<file path="src/rtl/lcd4_pkg.sv">
// Shared types and constants for the two-panel 4-bit character LCD sequencer.
// Used by every module in rtl/; no dependencies.
package lcd4_pkg;

   // request kinds as carried in req_tuser
   localparam logic [2:0] REQ_TICK   = 3'd0;
   localparam logic [2:0] REQ_CMD    = 3'd1;
   localparam logic [2:0] REQ_DATA   = 3'd2;
   localparam logic [2:0] REQ_CURSOR = 3'd3;
   localparam logic [2:0] REQ_INIT   = 3'd4;

   // configuration register indexes
   localparam logic [1:0] CSR_ENABLE_HIGH = 2'd0;
   localparam logic [1:0] CSR_ENABLE_LOW  = 2'd1;
   localparam logic [1:0] CSR_READ_LOW    = 2'd2;
   localparam logic [1:0] CSR_POLL_LIMIT  = 2'd3;

   localparam logic [7:0]  ENABLE_HIGH_RESET = 8'd5;
   localparam logic [7:0]  ENABLE_LOW_RESET  = 8'd1;
   localparam logic [7:0]  READ_LOW_RESET    = 8'd5;
   localparam logic [15:0] POLL_LIMIT_RESET  = 16'd4095;

   localparam logic [7:0] CURSOR_LINE0 = 8'h80;
   localparam logic [3:0] CURSOR_LINE1 = 4'hC;

   localparam int REQ_DATA_W = 24;
   localparam int RSP_DATA_W = 16;

   typedef enum logic [1:0] {
      KIND_TICK,
      KIND_POLL,
      KIND_INIT,
      KIND_NONE
   } kind_type;

   // one classified word passed from front to back
   typedef struct packed {
      kind_type   kind;
      logic       panel;
      logic [7:0] byte_val;
      logic       rs;
      logic       d7;
   } item_type;

   typedef struct packed {
      logic [7:0]  enable_high;
      logic [7:0]  enable_low;
      logic [7:0]  read_low;
      logic [15:0] poll_limit;
   } cfg_type;

endpackage

</file>
<file path="src/rtl/lcd4_front.sv">
// Front end: unpacks a request word and classifies it for the sequencer.
// Depends on lcd4_pkg.
module lcd4_front (
   input  logic [2:0]                      req_type,
   input  logic [lcd4_pkg::REQ_DATA_W-1:0] req_data,
   output lcd4_pkg::item_type              item
);
   import lcd4_pkg::*;

   logic       panel;
   logic [7:0] value;
   logic       line;
   logic [4:0] column;
   logic [3:0] bus_in;

   assign panel  = req_data[0];
   assign value  = req_data[8:1];
   assign line   = req_data[9];
   assign column = req_data[14:10];
   assign bus_in = req_data[18:15];

   always_comb begin
      item.panel    = panel;
      item.byte_val = value;
      item.rs       = 1'b0;
      item.d7       = bus_in[3];
      item.kind     = KIND_NONE;
      unique case (req_type)
         REQ_TICK: begin
            item.kind = KIND_TICK;
         end
         REQ_CMD: begin
            item.kind = KIND_POLL;
         end
         REQ_DATA: begin
            item.kind = KIND_POLL;
            item.rs   = 1'b1;
         end
         REQ_CURSOR: begin
            item.kind = KIND_POLL;
            if (line) begin
               item.byte_val = {CURSOR_LINE1, column[3:0]};
            end else begin
               item.byte_val = CURSOR_LINE0 | {3'b000, column};
            end
         end
         REQ_INIT: begin
            item.kind     = KIND_INIT;
            item.byte_val = {4'h0, value[3:0]};
         end
         default: begin
            item.kind = KIND_NONE;
         end
      endcase
   end

endmodule

</file>
<file path="src/rtl/lcd4_queue.sv">
// Two-entry queue of classified words between front end and sequencer.
// Depends on lcd4_pkg.
module lcd4_queue (
   input  logic               clock,
   input  logic               reset,
   input  logic               in_valid,
   output logic               in_ready,
   input  lcd4_pkg::item_type in_item,
   output logic               out_valid,
   input  logic               out_ready,
   output lcd4_pkg::item_type out_item
);
   import lcd4_pkg::*;

   item_type   mem [0:1];
   logic       wr_ptr_ff, wr_ptr_in;
   logic       rd_ptr_ff, rd_ptr_in;
   logic [1:0] count_ff, count_in;
   logic       push, pop;

   assign in_ready  = (count_ff != 2'd2);
   assign out_valid = (count_ff != 2'd0);
   assign out_item  = mem[rd_ptr_ff];
   assign push      = in_valid && in_ready;
   assign pop       = out_valid && out_ready;

   always_comb begin
      wr_ptr_in = push ? ~wr_ptr_ff : wr_ptr_ff;
      rd_ptr_in = pop ? ~rd_ptr_ff : rd_ptr_ff;
      count_in  = count_ff;
      if (push && !pop) begin
         count_in = count_ff + 2'd1;
      end else if (pop && !push) begin
         count_in = count_ff - 2'd1;
      end
   end

   always_ff @(posedge clock) begin
      if (reset) begin
         wr_ptr_ff <= 1'b0;
         rd_ptr_ff <= 1'b0;
         count_ff  <= 2'd0;
      end else begin
         wr_ptr_ff <= wr_ptr_in;
         rd_ptr_ff <= rd_ptr_in;
         count_ff  <= count_in;
      end
   end

   always_ff @(posedge clock) begin
      if (push) begin
         mem[wr_ptr_ff] <= in_item;
      end
   end

endmodule

</file>
<file path="src/rtl/lcd4_back.sv">
// Back end: pin sequencer for busy polling and nibble strobes, with the
// registered result word. Depends on lcd4_pkg.
module lcd4_back (
   input  logic                            clock,
   input  logic                            reset,
   input  lcd4_pkg::cfg_type               cfg,
   input  logic                            in_valid,
   output logic                            in_ready,
   input  lcd4_pkg::item_type              in_item,
   output logic                            out_valid,
   input  logic                            out_ready,
   output logic [lcd4_pkg::RSP_DATA_W-1:0] out_data
);
   import lcd4_pkg::*;

   typedef enum logic [3:0] {
      PH_IDLE,
      PH_RH_HI,
      PH_RH_LO,
      PH_RL_HI,
      PH_RL_LO,
      PH_WH_HI,
      PH_WH_LO,
      PH_WL_HI,
      PH_WL_LO
   } phase_type;

   phase_type   phase_ff, phase_in;
   logic [7:0]  tick_ff, tick_in;
   logic [15:0] polls_ff, polls_in;
   logic [7:0]  byte_ff, byte_in;
   logic        rs_ff, rs_in;
   logic        panel_ff, panel_in;
   logic        busy_ff, busy_in;
   logic        tout_ff, tout_in;
   logic        out_valid_ff;
   logic [RSP_DATA_W-1:0] out_data_ff, out_data_in;

   logic       fire;
   logic       rej;
   logic [7:0] len_raw, len;
   logic       en, rs_pin, rw_pin, drive;
   logic [3:0] dout;

   assign in_ready  = !out_valid_ff || out_ready;
   assign fire      = in_valid && in_ready;
   assign out_valid = out_valid_ff;
   assign out_data  = out_data_ff;

   always_comb begin
      unique case (phase_ff)
         PH_RH_LO, PH_RL_LO: len_raw = cfg.read_low;
         PH_WH_LO, PH_WL_LO: len_raw = cfg.enable_low;
         default:            len_raw = cfg.enable_high;
      endcase
      // a zero duration counts as one tick
      len = (len_raw == 8'd0) ? 8'd1 : len_raw;
   end

   always_comb begin
      phase_in = phase_ff;
      tick_in  = tick_ff;
      polls_in = polls_ff;
      byte_in  = byte_ff;
      rs_in    = rs_ff;
      panel_in = panel_ff;
      busy_in  = busy_ff;
      tout_in  = tout_ff;
      rej      = 1'b0;
      unique case (in_item.kind)
         KIND_TICK: begin
            if (phase_ff != PH_IDLE) begin
               if (tick_ff < len) begin
                  tick_in = tick_ff + 8'd1;
               end else begin
                  tick_in = 8'd1;
                  unique case (phase_ff)
                     PH_RH_HI: begin
                        busy_in  = in_item.d7;
                        phase_in = PH_RH_LO;
                     end
                     PH_RH_LO: phase_in = PH_RL_HI;
                     PH_RL_HI: phase_in = PH_RL_LO;
                     PH_RL_LO: begin
                        if (busy_ff && polls_ff != 16'd0) begin
                           polls_in = polls_ff - 16'd1;
                           phase_in = PH_RH_HI;
                        end else begin
                           if (busy_ff) begin
                              tout_in = 1'b1;
                           end
                           phase_in = PH_WH_HI;
                        end
                     end
                     PH_WH_HI: phase_in = PH_WH_LO;
                     PH_WH_LO: phase_in = PH_WL_HI;
                     PH_WL_HI: phase_in = PH_WL_LO;
                     default: begin
                        phase_in = PH_IDLE;
                        tick_in  = 8'd0;
                     end
                  endcase
               end
            end
         end
         KIND_POLL, KIND_INIT: begin
            if (phase_ff != PH_IDLE) begin
               rej = 1'b1;
            end else begin
               panel_in = in_item.panel;
               byte_in  = in_item.byte_val;
               rs_in    = in_item.rs;
               tick_in  = 8'd1;
               if (in_item.kind == KIND_INIT) begin
                  phase_in = PH_WL_HI;
               end else begin
                  polls_in = cfg.poll_limit;
                  busy_in  = 1'b0;
                  tout_in  = 1'b0;
                  phase_in = PH_RH_HI;
               end
            end
         end
         default: begin
            rej = 1'b0;
         end
      endcase
   end

   // pin levels after this word
   always_comb begin
      en     = 1'b0;
      rs_pin = 1'b0;
      rw_pin = 1'b0;
      dout   = 4'h0;
      drive  = 1'b1;
      unique case (phase_in)
         PH_RH_HI, PH_RL_HI: begin
            rw_pin = 1'b1; dout = 4'hF; drive = 1'b0; en = 1'b1;
         end
         PH_RH_LO, PH_RL_LO: begin
            rw_pin = 1'b1; dout = 4'hF; drive = 1'b0;
         end
         PH_WH_HI: begin
            rs_pin = rs_in; dout = byte_in[7:4]; en = 1'b1;
         end
         PH_WH_LO: begin
            rs_pin = rs_in; dout = byte_in[7:4];
         end
         PH_WL_HI: begin
            rs_pin = rs_in; dout = byte_in[3:0]; en = 1'b1;
         end
         PH_WL_LO: begin
            rs_pin = rs_in; dout = byte_in[3:0];
         end
         default: begin
            drive = 1'b1;
         end
      endcase
      out_data_in = {4'h0, tout_in, rej, (phase_in == PH_IDLE), drive, dout,
                     rw_pin, rs_pin, en && panel_in, en && !panel_in};
   end

   always_ff @(posedge clock) begin
      if (reset) begin
         phase_ff     <= PH_IDLE;
         tick_ff      <= 8'd0;
         polls_ff     <= 16'd0;
         byte_ff      <= 8'd0;
         rs_ff        <= 1'b0;
         panel_ff     <= 1'b0;
         busy_ff      <= 1'b0;
         tout_ff      <= 1'b0;
         out_valid_ff <= 1'b0;
         out_data_ff  <= '0;
      end else begin
         if (fire) begin
            phase_ff    <= phase_in;
            tick_ff     <= tick_in;
            polls_ff    <= polls_in;
            byte_ff     <= byte_in;
            rs_ff       <= rs_in;
            panel_ff    <= panel_in;
            busy_ff     <= busy_in;
            tout_ff     <= tout_in;
            out_data_ff <= out_data_in;
         end
         if (fire) begin
            out_valid_ff <= 1'b1;
         end else if (out_ready) begin
            out_valid_ff <= 1'b0;
         end
      end
   end

endmodule

</file>
<file path="src/rtl/char_lcd_4bit_sequencer.sv">
// Top level of the two-panel 4-bit character LCD sequencer: config registers,
// front end, word queue and pin sequencer. Depends on lcd4_pkg and all rtl/ modules.
//
//   channel  | direction | handshake          | payload
//   ---------+-----------+--------------------+------------------------------------
//   req_     | in        | tvalid / tready    | tuser: req_type, tdata: request
//   rsp_     | out       | tvalid / tready    | tdata: pin levels and status
//   csr_     | in        | valid / ready      | index, data (ready tied high)
//
// One word is taken per clock while req_tready is high; a result word passes through the
// queue entry and then the sequencer's result register.
// Reset loads the register defaults, empties the queue and idles the pins.
// A stalled rsp_ side fills the two-entry queue, after which req_tready drops.
module char_lcd_4bit_sequencer (
   input  logic                            clock,
   input  logic                            reset,
   input  logic                            req_tvalid,
   output logic                            req_tready,
   // [0] panel, [8:1] value, [9] line, [14:10] column, [18:15] bus_in, rest zero
   input  logic [lcd4_pkg::REQ_DATA_W-1:0] req_tdata,
   // [2:0] req_type
   input  logic [2:0]                      req_tuser,
   output logic                            rsp_tvalid,
   input  logic                            rsp_tready,
   // [0] enable_operator, [1] enable_customer, [2] reg_select,
   // [3] read_not_write, [7:4] bus_out, [8] bus_drive, [9] idle,
   // [10] rejected, [11] timed_out, rest zero
   output logic [lcd4_pkg::RSP_DATA_W-1:0] rsp_tdata,
   input  logic                            csr_valid,
   output logic                            csr_ready,
   input  logic [1:0]                      csr_index,
   input  logic [15:0]                     csr_data
);
   import lcd4_pkg::*;

   cfg_type  cfg_ff;
   item_type front_item;
   item_type queue_item;
   logic     queue_valid;
   logic     back_ready;

   assign csr_ready = 1'b1;

   always_ff @(posedge clock) begin
      if (reset) begin
         cfg_ff.enable_high <= ENABLE_HIGH_RESET;
         cfg_ff.enable_low  <= ENABLE_LOW_RESET;
         cfg_ff.read_low    <= READ_LOW_RESET;
         cfg_ff.poll_limit  <= POLL_LIMIT_RESET;
      end else if (csr_valid && csr_ready) begin
         unique case (csr_index)
            CSR_ENABLE_HIGH: cfg_ff.enable_high <= csr_data[7:0];
            CSR_ENABLE_LOW:  cfg_ff.enable_low  <= csr_data[7:0];
            CSR_READ_LOW:    cfg_ff.read_low    <= csr_data[7:0];
            CSR_POLL_LIMIT:  cfg_ff.poll_limit  <= csr_data;
            default:         cfg_ff.poll_limit  <= cfg_ff.poll_limit;
         endcase
      end
   end

   lcd4_front u_front (
      .req_type (req_tuser),
      .req_data (req_tdata),
      .item     (front_item)
   );

   lcd4_queue u_queue (
      .clock     (clock),
      .reset     (reset),
      .in_valid  (req_tvalid),
      .in_ready  (req_tready),
      .in_item   (front_item),
      .out_valid (queue_valid),
      .out_ready (back_ready),
      .out_item  (queue_item)
   );

   lcd4_back u_back (
      .clock     (clock),
      .reset     (reset),
      .cfg       (cfg_ff),
      .in_valid  (queue_valid),
      .in_ready  (back_ready),
      .in_item   (queue_item),
      .out_valid (rsp_tvalid),
      .out_ready (rsp_tready),
      .out_data  (rsp_tdata)
   );

   // at most one panel strobed at a time
   a_one_enable: assert property (@(posedge clock) disable iff (reset)
      rsp_tvalid |-> !(rsp_tdata[0] && rsp_tdata[1]))
      else $error("both panel enables high");

   // pins are released whenever RW is high
   a_read_released: assert property (@(posedge clock) disable iff (reset)
      (rsp_tvalid && rsp_tdata[3]) |-> (!rsp_tdata[8] && rsp_tdata[7:4] == 4'hF))
      else $error("bus driven during busy read");

   // an idle result shows quiet pins
   a_idle_quiet: assert property (@(posedge clock) disable iff (reset)
      (rsp_tvalid && rsp_tdata[9]) |->
         (rsp_tdata[3:0] == 4'h0 && rsp_tdata[7:4] == 4'h0 && rsp_tdata[8]))
      else $error("pins active while idle");

   // a rejected request never reports idle
   a_reject_busy: assert property (@(posedge clock) disable iff (reset)
      (rsp_tvalid && rsp_tdata[10]) |-> !rsp_tdata[9])
      else $error("rejected while idle");

endmodule

</file>
<file path="config.mk">
export PLATFORM = sky130hd
export DESIGN_NAME = char_lcd_4bit_sequencer
export DESIGN_NICKNAME = d
export VERILOG_FILES = /design/src/rtl/lcd4_pkg.sv /design/src/rtl/lcd4_front.sv /design/src/rtl/lcd4_queue.sv /design/src/rtl/lcd4_back.sv /design/src/rtl/char_lcd_4bit_sequencer.sv
export SDC_FILE = /design/constraint.sdc
export NUM_CORES = 1
export LEC_CHECK = 0
export ABC_AREA = 1
export ABC_CLOCK_PERIOD_IN_PS = 4130
export BUFFER_PORTS_ARGS = -buffer_cell sky130_fd_sc_hd__buf_2
export CORE_UTILIZATION = 45
export CTS_BUF_LIST = sky130_fd_sc_hd__clkbuf_8
export DETAILED_ROUTE_END_ITERATION = 16
export MAX_ROUTING_LAYER = met4
export PLACE_DENSITY_LB_ADDON = 0.2
export SLEW_MARGIN = 40
export SYNTH_ARGS = -nofsm -noshare
export SYNTH_HDL_FRONTEND = slang
export SYNTH_SLANG_ARGS = --single-unit
</file>
<file path="constraint.sdc">
create_clock -name clock -period 4.13 [get_ports clock]
set_input_delay 0.6195 -clock clock [delete_from_list [all_inputs] [get_ports clock]]
set_output_delay 0.6195 -clock clock [all_outputs]
set_load 0.005 [all_outputs]
</file>
==> results of run 1 <==
[layout by cell type (no fill, tap or decap), types with 5 or more instances in the layout]
cell | netlist | final
a21oi_1 | 37 | 36
a21oi_2 | 5 | 6
a31oi_1 | 10 | 10
buf_2 | 0 | 55
buf_4 | 6 | 13
clkbuf_8 | 0 | 18
clkinv_1 | 6 | 6
conb_1 | 2 | 5
dfxtp_1 | 97 | 97
edfxtp_1 | 26 | 26
ha_1 | 14 | 14
inv_1 | 82 | 84
inv_2 | 4 | 5
nand2_1 | 197 | 197
nand2_2 | 8 | 8
nand3_1 | 42 | 42
nor2_1 | 126 | 124
nor2_4 | 6 | 6
nor3_1 | 11 | 11
o211ai_1 | 6 | 6
o21ai_0 | 70 | 70
o21ai_1 | 5 | 5
o31ai_1 | 9 | 9
or2_2 | 6 | 6
xor2_1 | 6 | 6
[kinds of logic after synthesis]
logic type | Yosys count | share of synthesized area
other | 2 | 0.00123
XOR/XNOR | 9 | 0.0129
flip-flops | 123 | 0.445
buffers and inverters | 124 | 0.0797
AND/OR/NAND/NOR | 411 | 0.286
AO/OA/AOI/OAI | 157 | 0.147
adder cells (fa/ha/maj) | 14 | 0.0286
[cells in the mapped netlist, drive strengths merged, types with 4 or more instances]
library cell | number | share of area
nand2 | 209 | 0.14
buf | 7 | 0.0080
o31ai | 9 | 0.011
edfxtp | 26 | 0.13
nor2 | 134 | 0.090
a31oi | 10 | 0.010
a21oi | 42 | 0.037
o211ai | 6 | 0.0074
ha | 14 | 0.029
nor3 | 11 | 0.0090
nand3 | 42 | 0.034
o21ai | 75 | 0.061
inv | 86 | 0.053
or2 | 6 | 0.0061
xor2 | 6 | 0.0086
clkbuf | 25 | 0.015
dfxtp | 97 | 0.32
o221ai | 4 | 0.0057
clkinv | 6 | 0.0037
[worst max-delay path, stage by stage (launching register included)]
cell	delay, ns
dfxtp_1	0.34
inv_1	0.20
or2_2	0.33
o21ai_0	0.25
inv_1	0.10
ha_1	0.30
nor2_1	0.35
inv_1	0.14
nor3_1	0.27
inv_1	0.23
nor2_1	0.14
nand2_1	0.20
inv_2	0.37
o21ai_0	0.13
a31oi_1	0.16
[flip-flops by register name, indices dropped and copies added (netlist names), named ones only]
signal / cells
u_back.out_data: 11
u_back.rs_ff: 1
u_queue.wr_ptr_ff: 1
u_back.tick_ff: 8
cfg_ff: 40
u_back.out_valid: 1
u_back.panel_ff: 1
u_queue.rd_ptr_ff: 1
u_back.byte_ff: 8
u_queue.count_ff: 2
u_back.busy_ff: 1
u_queue.mem: 26
u_back.polls_ff: 16
u_back.phase_ff: 4
[where the power goes]
part | leakage (nW) | switching [mW] | internal [mW]
combinational | 2.05 | 1.91 | 0.970
clock | 0.213 | 0.495 | 0.604
sequential | 1.04 | 0.187 | 1.49
total | 3.30 | 2.59 | 3.06
[per-layer routing]
layer / up-vias / GRT usage
met5: - / -
met4: 0 / 0.115
met3: 29 / 0.0463
met2: 117 / 0.337
met1: 2389 / 0.295
li1: 2842 / -
[path summary, 6_finish.rpt]
| path | startpoint | endpoint | slack, ns | cells after the start |
|---|---|---|---|---|
| hold reg to reg | u_queue.rd_ptr_ff$_SDFFE_PP0P_ | u_queue.rd_ptr_ff$_SDFFE_PP0P_ | 0.45 | 1 |
| hold / removal | req_tdata[0] | u_queue.mem[0][10]$_DFFE_PP_ | 0.36 | 1 |
| setup reg to reg | register | u_back.polls_ff[5]$_SDFFE_PP0P_ | 0.53 | 14 |
| setup / recovery | register | u_back.polls_ff[5]$_SDFFE_PP0P_ | 0.53 | 14 |
[area by class of cell]
type	count	area (sq um)
multi-input combinational	596	2930
sequential	123	2720
inverter	92	345
tap	176	220
timing repair buffer	68	373
clock inverter	14	154
clock buffer	18	248
fill	1320	6250
[through the flow]
stage / instance area (sq um) / utilization / instances / setup WS [ns]
after floorplan: 6130 / - / 843 / 0.975
after global placement: 6590 / 0.498 / 1055 / 0.645
after detailed placement: 6590 / 0.498 / 1055 / 0.577
after CTS: 7000 / 0.528 / 1087 / 0.548
after global routing: 7000 / 0.528 / 1087 / 0.161
final: 7000 / 0.528 / 1087 / 0.529
==> metrics.md, run 1 <==
| Metric | Value |
|---|---|
| Mapped Cells | 840 |
| IO Port Bufs | 55 |
| Total congestion overflow | 0 |
| Clock Sink Count | 123 |
| Vias in the first global route | 5188 |
| Vert. Die Dim | 119 um |
| H-tree depth | 4 |
| DR iter-0 viols | 356 |
| Worst setup SP type | register |
| Routed vias | 5377 |
| Post-Syn Area | 6120 sq um |
| DRT Wirelength | 14200 um |
| Crit path DAT | 3.99 ns |
| Pins Over Slew Limit | 0 |
| Syn avg cell area | 7.29 sq um |
| Drt wl/cell | 13.1 um |
| Lkg Pwr | 3.30 nW |
| CP Max Fanout | 25 |
| Tcrit/Tclk final | 0.872 |
| Io pins | 69 |
| Main synth FF type | dfxtp_1 |
| First-pass GRT wire length | 24600 um |
| RSZ-0062 raised after global routing | no |
| Fmax | 278 MHz |
| Hold Crit Class | in2reg |
| Wire length on met3 | 641 um |
| Status | complete, no violations |
| Number of distinct library cells after synthesis | 41 |
| Synth Register Bits | 123 |
| Nets | 962 |
| Fraction of layout cells with a size suffix above 1 | 0.149 |
| Clk_lat worst skew | 0.46 ns |
| Required @ worst endpoint | 4.52 ns |
| Post-DP HPWL | 9750 um |
| Cts repair resizes | 0 |
| Design Power | 5.65 mW |
| Die area | 14100 sq um |
| Starting Density | 0.462 |
| DR top layer | met4 |
| DRC | 0 |
| Max_cap viols | 0 |
| Slew @ Worst Pin | 0.710 ns |
| Synthesis Warnings | 0 |
| Crit. End Element | register |
| Hold buffers post-CTS | 0 |
| Setup Fix Bufs, Post-CTS | 0 |
| Sequential fraction of the synthesis area | 0.445 |
| Worst-path clk slew | 0.08 ns |
| Pwr/cell area | 808 nW/um^2 |
| Initial antenna violation count | 0 |
| Async set-reset flop share out of synthesis | 0 |
| Final Skew | 0.0142 ns |
| Total track usage | 0.228 |
| Worst vdd ir | 325 uV |
| M1 WL | 6980 um |
| Minimum clock period | 3.60 ns |
| Final hold vios | 0 |
| DRT Pass-1 Iters | 5 |
| Row count | 42 |
| CTS tree | yes |
| Largest net degree at the start of global routing | 31 |
| Ant diodes | 0 |
| Hold slack | 0.360 ns |
| Setup tns final | 0 ns |
| Vias per cell | 4.95 |
| DIE WIDTH | 119 um |
| Crit Path Class | reg2reg |
| Gpl congestion | 0.891 |
| Setup violators final | 0 |
| P&R area growth vs syn | 14.2% |
| EDFF count, synth | 26 |
| WL met2 | 6200 um |
| Detail Route Antenna Nets | 0 |
| Core area | 13200 sq um |
| Root Buffer Master | clkbuf_8 |
| Slew headroom | 0.525 |
| Clock Tree Buf Depth | 2 |
| CTS Buf Count | 17 |
Power figures use the tool's default switching activity.
==> run 2, diff against run 1 <==
--- a/config.mk
+++ b/config.mk
@@ -8,7 +8,9 @@
 export ABC_AREA = 1
 export ABC_CLOCK_PERIOD_IN_PS = 4130
 export BUFFER_PORTS_ARGS = -buffer_cell sky130_fd_sc_hd__buf_2
-export CORE_UTILIZATION = 45
+export CELL_PAD_IN_SITES_DETAIL_PLACEMENT = 0
+export CELL_PAD_IN_SITES_GLOBAL_PLACEMENT = 2
+export CORE_UTILIZATION = 35
 export CTS_BUF_LIST = sky130_fd_sc_hd__clkbuf_8
 export DETAILED_ROUTE_END_ITERATION = 16
 export MAX_ROUTING_LAYER = met4
==> metrics.md, run 2 (synthesized netlist as in run 1, its figures left out) <==
| Metric | Value |
|---|---|
| Worst r2r dst | u_back.out_data[7]$_SDFFE_PP0P_ |
| Worst vdd ir | 243 uV |
| First-pass GRT wire length | 25100 um |
| Design Power | 5.76 mW |
| Detail Route Antenna Nets | 0 |
| Buf+Inv Stages, Crit Path | 2 |
| Biggest regs | cfg_ff (40), u_queue.mem (26), u_back.polls_ff (16) |
| Nets | 963 |
| Tcrit/Tclk final | 0.877 |
| Drt wl/cell | 13.5 um |
| Crit path DAT | 3.92 ns |
| CTS Buf Count | 17 |
| Most frequent cells in the layout | 197 x nand2_1, 126 x nor2_1, 97 x dfxtp_1, 82 x inv_1, 70 x o21ai_0 |
| Hold endpoint | u_queue.mem[0][10]$_DFFE_PP_ |
| RSZ-0062 raised after global routing | no |
| M1 WL | 8080 um |
| DP Area | 6650 sq um |
| Pins Over Slew Limit | 0 |
| Final Skew | 0.0127 ns |
| Most common cell after layout, fill and taps aside | nand2_1 |
| Total track usage | 0.185 |
| Int Pwr | 3.15 mW |
| Hold path depth | 1 |
| Wire length on met3 | 524 um |
| Net switching power | 2.61 mW |
| Lkg Pwr | 3.30 nW |
| Hold Crit Class | in2reg |
| Worst r2r src | u_back.phase_ff[3]$_SDFFE_PP0P_ |
| DR top layer | met4 |
| Row count | 47 |
| Gpl congestion | 0.803 |
| Placed insts | 1100 |
| Io pins | 69 |
| Slew headroom | 0.536 |
| WL met2 | 6510 um |
| Fmax | 276 MHz |
| Post-DP HPWL | 10800 um |
| Largest net degree at the start of global routing | 55 |
| Required @ worst endpoint | 4.43 ns |
| Seq pwr share | 0.291 |
| Core area | 16800 sq um |
| Cts repair resizes | 0 |
| Die area | 18000 sq um |
| Most used cell, CP | nand2_1 |
| Root Buffer Master | clkbuf_8 |
| Hold Startpoint | req_tdata[0] |
| DRT Wirelength | 15300 um |
| Crit path cell chain | nor2_1 -> nand2_1 -> nand2_4 -> nor2_4 -> a21oi_1 -> ha_1 -> a21oi_1 -> nor2_1 -> a211oi_1 -> buf_4 -> nand2_4 -> o21ai_0 -> nand3_1 -> nand2_1 -> nor2_4 -> o211ai_1 -> nand2_1 -> clkinv_1 -> a21oi_2 |
| Setup Fix Bufs, Post-CTS | 0 |
| CTS tree | yes |
| Ant diodes | 0 |
| Slew @ Worst Pin | 0.696 ns |
| Total congestion overflow | 0 |
| Clock Sink Count | 123 |
| Max reg flops | 40 |
| Worst R2R Setup Slack | 0.51 ns |
| Pwr/cell area | 814 nW/um^2 |
| Slowest CP cell | dfxtp_1 |
| Worst R2R Path Depth | 19 |
| Final hold vios | 0 |
| Status | complete, no violations |
| Crit. End Element | register |
| Clock share of power | 0.203 |
| Hold buffers post-CTS | 0 |
| Setup violators final | 0 |
| Max_cap viols | 0 |
| Hold slack | 0.377 ns |
| CP Max Fanout | 9 |
| DIE WIDTH | 134 um |
| Crit Path Class | reg2reg |
| Combinational fraction of design power | 0.507 |
| Clk_lat worst skew | 0.44 ns |
| Setup tns final | 0 ns |
| DR iter-0 viols | 300 |
| H-tree depth | 4 |
| DRT Pass-1 Iters | 4 |
| Fraction of layout cells with a size suffix above 1 | 0.146 |
| Worst-path clk slew | 0.07 ns |
| Vias per cell | 4.78 |
| Initial antenna violation count | 0 |
| Minimum clock period | 3.62 ns |
| Final instance area | 7080 sq um |
| CP peak stage delay | 0.51 ns |
| Vert. Die Dim | 134 um |
| Routed vias | 5406 |
| IO Port Bufs | 55 |
| Top Family by Delay on Critical Path | simple AND/OR/NAND/NOR gates |
| Vias in the first global route | 4993 |
| Reg with most FFs | cfg_ff |
| Worst setup SP type | register |
| Starting Density | 0.364 |
| Clock Tree Buf Depth | 2 |
| Final non-filler cell total | 1132 |
| Switching share of power | 0.453 |
| P&R area growth vs syn | 15.7% |
| DRC | 0 |
run 2: power by group through the flow:
stage | clock network (mW) | logic, mW | registers (mW)
finish | 1.17 | 2.92 | 1.67
global route | 1.27 | 3.36 | 1.71
CTS | 1.21 | 2.95 | 1.67
detailed placement | 0 | 2.94 | 1.70
global placement | 0 | 2.92 | 1.69
floorplan | 0 | 2.22 | 1.66
run 2: layout make-up:
class	instances	area, sq um
multi-input cells	596	2920
repair buffers	69	380
clock inverters	13	173
well taps	220	275
fillers	1791	9740
clock buffers	19	262
inverters	92	345
flip-flops and latches	123	2720
run 2: worst max-delay path by stage:
stage                               startpoint                               to  slack, ns  depth (start not counted)
4_1_cts        u_back.phase_ff[1]$_SDFFE_PP0P_  u_back.out_data[6]$_SDFFE_PP0P_       0.50                         19
3_5_place_dp   u_back.phase_ff[1]$_SDFFE_PP0P_  u_back.out_data[6]$_SDFFE_PP0P_       0.53                         19
6_report       u_back.phase_ff[3]$_SDFFE_PP0P_  u_back.out_data[7]$_SDFFE_PP0P_       0.51                         19
3_3_place_gp   u_back.phase_ff[3]$_SDFFE_PP0P_  u_back.out_data[6]$_SDFFE_PP0P_       0.54                         19
2_1_floorplan  u_back.phase_ff[3]$_SDFFE_PP0P_  u_back.out_data[2]$_SDFFE_PP0P_       0.98                         21
5_1_grt        u_back.phase_ff[1]$_SDFFE_PP0P_  u_back.out_data[7]$_SDFFE_PP0P_       0.18                         19
run 2: metal layers:
layer  global-route usage  up-vias
met5                    -        -
met4               0.0568        0
met3               0.0389       12
met2                0.271       92
met1                0.255     2455
li1                     -     2847
run 2: through the flow:
stage | util | setup WS (ns)
5_1_grt | 0.421 | 0.178
2_1_floorplan | - | 0.975
3_3_place_gp | 0.395 | 0.538
4_1_cts | 0.421 | 0.499
3_5_place_dp | 0.395 | 0.530
6_report | 0.421 | 0.507
==> run 3, diff against run 2 <==
--- a/config.mk
+++ b/config.mk
@@ -13,8 +13,8 @@
 export CORE_UTILIZATION = 35
 export CTS_BUF_LIST = sky130_fd_sc_hd__clkbuf_8
 export DETAILED_ROUTE_END_ITERATION = 16
-export MAX_ROUTING_LAYER = met4
 export PLACE_DENSITY_LB_ADDON = 0.2
+export REMOVE_ABC_BUFFERS = 1
 export SLEW_MARGIN = 40
 export SYNTH_ARGS = -nofsm -noshare
 export SYNTH_HDL_FRONTEND = slang
==> metrics.md, run 3 (synthesized netlist as in run 1, its figures left out) <==
| Metric | Value |
|---|---|
| DP Area | 6660 sq um |
| P&R area growth vs syn | 15.3% |
| Initial antenna violation count | 0 |
| Design Power | 5.71 mW |
| First-pass GRT wire length | 25400 um |
| Crit path DAT | 4.09 ns |
| Hold path depth | 1 |
| Fmax | 268 MHz |
| Hold buffers post-CTS | 0 |
| Pwr/cell area | 809 nW/um^2 |
| RSZ-0062 raised after global routing | no |
| Nets | 963 |
| Post-DP HPWL | 10800 um |
| Final Skew | 0.0150 ns |
| Cts repair resizes | 0 |
| Largest net degree at the start of global routing | 37 |
| DRT Pass-1 Iters | 5 |
| Final instance area | 7060 sq um |
| Tcrit/Tclk final | 0.902 |
| Slew headroom | 0.537 |
| Vias per cell | 4.78 |
| Vert. Die Dim | 134 um |
| Required @ worst endpoint | 4.49 ns |
| Gpl congestion | 0.833 |
| Most used cell, CP | inv_1 |
| Hold Crit Class | in2reg |
| Final core utilization | 0.420 |
| Setup tns final | 0 ns |
| Clock Tree Buf Depth | 2 |
| Routed vias | 5407 |
| Core area | 16800 sq um |
| Worst r2r dst | u_back.polls_ff[5]$_SDFFE_PP0P_ |
| Fill cells | 1797 |
| Total congestion overflow | 0 |
| Pins Over Slew Limit | 0 |
| Starting Density | 0.364 |
| Clk_lat worst skew | 0.45 ns |
| H-tree depth | 4 |
| Biggest regs | cfg_ff (40), u_queue.mem (26), u_back.polls_ff (16) |
| Worst R2R Path Depth | 14 |
| Vias in the first global route | 5157 |
| Max_cap viols | 0 |
| Root Buffer Master | clkbuf_8 |
| Drt wl/cell | 13.5 um |
| Final non-filler cell total | 1132 |
| Hold Startpoint | req_tdata[0] |
| Reg with most FFs | cfg_ff |
| Placed insts | 1100 |
| DRT Wirelength | 15200 um |
| Total track usage | 0.179 |
| Clock Sink Count | 123 |
| Max reg flops | 40 |
| Most common cell after layout, fill and taps aside | nand2_1 |
| Status | complete, no violations |
| CTS Buf Count | 17 |
| Row count | 47 |
| Hold endpoint | u_queue.mem[0][10]$_DFFE_PP_ |
| Crit path cell chain | inv_1 -> or2_2 -> o21ai_0 -> inv_1 -> ha_1 -> nor2_1 -> inv_1 -> nor3_1 -> inv_1 -> nor2_1 -> nand2_1 -> inv_2 -> o21ai_0 -> a31oi_1 |
| Pre-CTS WS | 0.488 ns |
| Setup Fix Bufs, Post-CTS | 0 |
| Most frequent cells in the layout | 197 x nand2_1, 124 x nor2_1, 97 x dfxtp_1, 82 x inv_1, 70 x o21ai_0 |
| CTS tree | yes |
| Crit. End Element | register |
| Setup violators final | 0 |
| Slowest CP cell | dfxtp_1 |
| Setup ws final | 0.405 ns |
| Detail Route Antenna Nets | 0 |
| IO Port Bufs | 55 |
| Final hold vios | 0 |
| Lkg Pwr | 3.29 nW |
| Worst vdd ir | 324 uV |
| Met2 usage | 0.281 |
| Most Used Layer, Global Route | met2 |
| Worst R2R Setup Slack | 0.41 ns |
| DR iter-0 viols | 277 |
| Slew @ Worst Pin | 0.694 ns |
| Crit Path Class | reg2reg |
| Die area | 18000 sq um |
| Ant diodes | 0 |
| Io pins | 69 |
| Worst setup SP type | register |
| Met3 track demand over resource | 0.0408 |
| Met1 usage | 0.246 |
| CP Max Fanout | 25 |
| Fraction of layout cells with a size suffix above 1 | 0.151 |
| DIE WIDTH | 134 um |
| Worst-path clk slew | 0.08 ns |
| Hold slack | 0.360 ns |
| DRC | 0 |
| Minimum clock period | 3.72 ns |
| CP peak stage delay | 0.64 ns |
run 3: worst max path at each step:
stage / startpoint / end
after floorplan: rsp_tready / u_back.polls_ff[2]$_SDFFE_PP0P_
after global placement: u_back.phase_ff[3]$_SDFFE_PP0P_ / u_back.out_data[7]$_SDFFE_PP0P_
after detailed placement: register / u_back.polls_ff[6]$_SDFFE_PP0P_
after CTS: register / u_back.polls_ff[5]$_SDFFE_PP0P_
after global routing: register / u_back.polls_ff[5]$_SDFFE_PP0P_
final: register / u_back.polls_ff[5]$_SDFFE_PP0P_
run 3: final cells by class:
| type | instances | area [sq um] | share of cell area |
|---|---|---|---|
| timing repair buffer | 69 | 380 | 0.0539 |
| clock buffer | 18 | 248 | 0.0351 |
| clock inverter | 14 | 156 | 0.0222 |
| sequential | 123 | 2720 | 0.386 |
| tap | 220 | 275 | 0.0390 |
| inverter | 92 | 345 | 0.0489 |
| multi-input combinational | 596 | 2930 | 0.415 |
run 3: critical path: cells and delay by family (launching register included):
kind	cells	cell delay, ns
compound gates	3	0.50
fa+ha+maj	1	0.33
buf+inv	5	0.97
flops	1	0.64
simple gates	5	1.23
run 3: power by group:
part | total [mW] | switching [mW] | internal [mW]
sequential | 1.69 | 0.206 | 1.49
clock | 1.10 | 0.540 | 0.564
combinational | 2.91 | 1.94 | 0.978
total | 5.71 | 2.68 | 3.03
run 3: per-layer routing:
metal,part of all wire,up-vias
met5,0,-
met4,0.0068,0
met3,0.043,6
met2,0.44,102
met1,0.51,2450
li1,-,2849
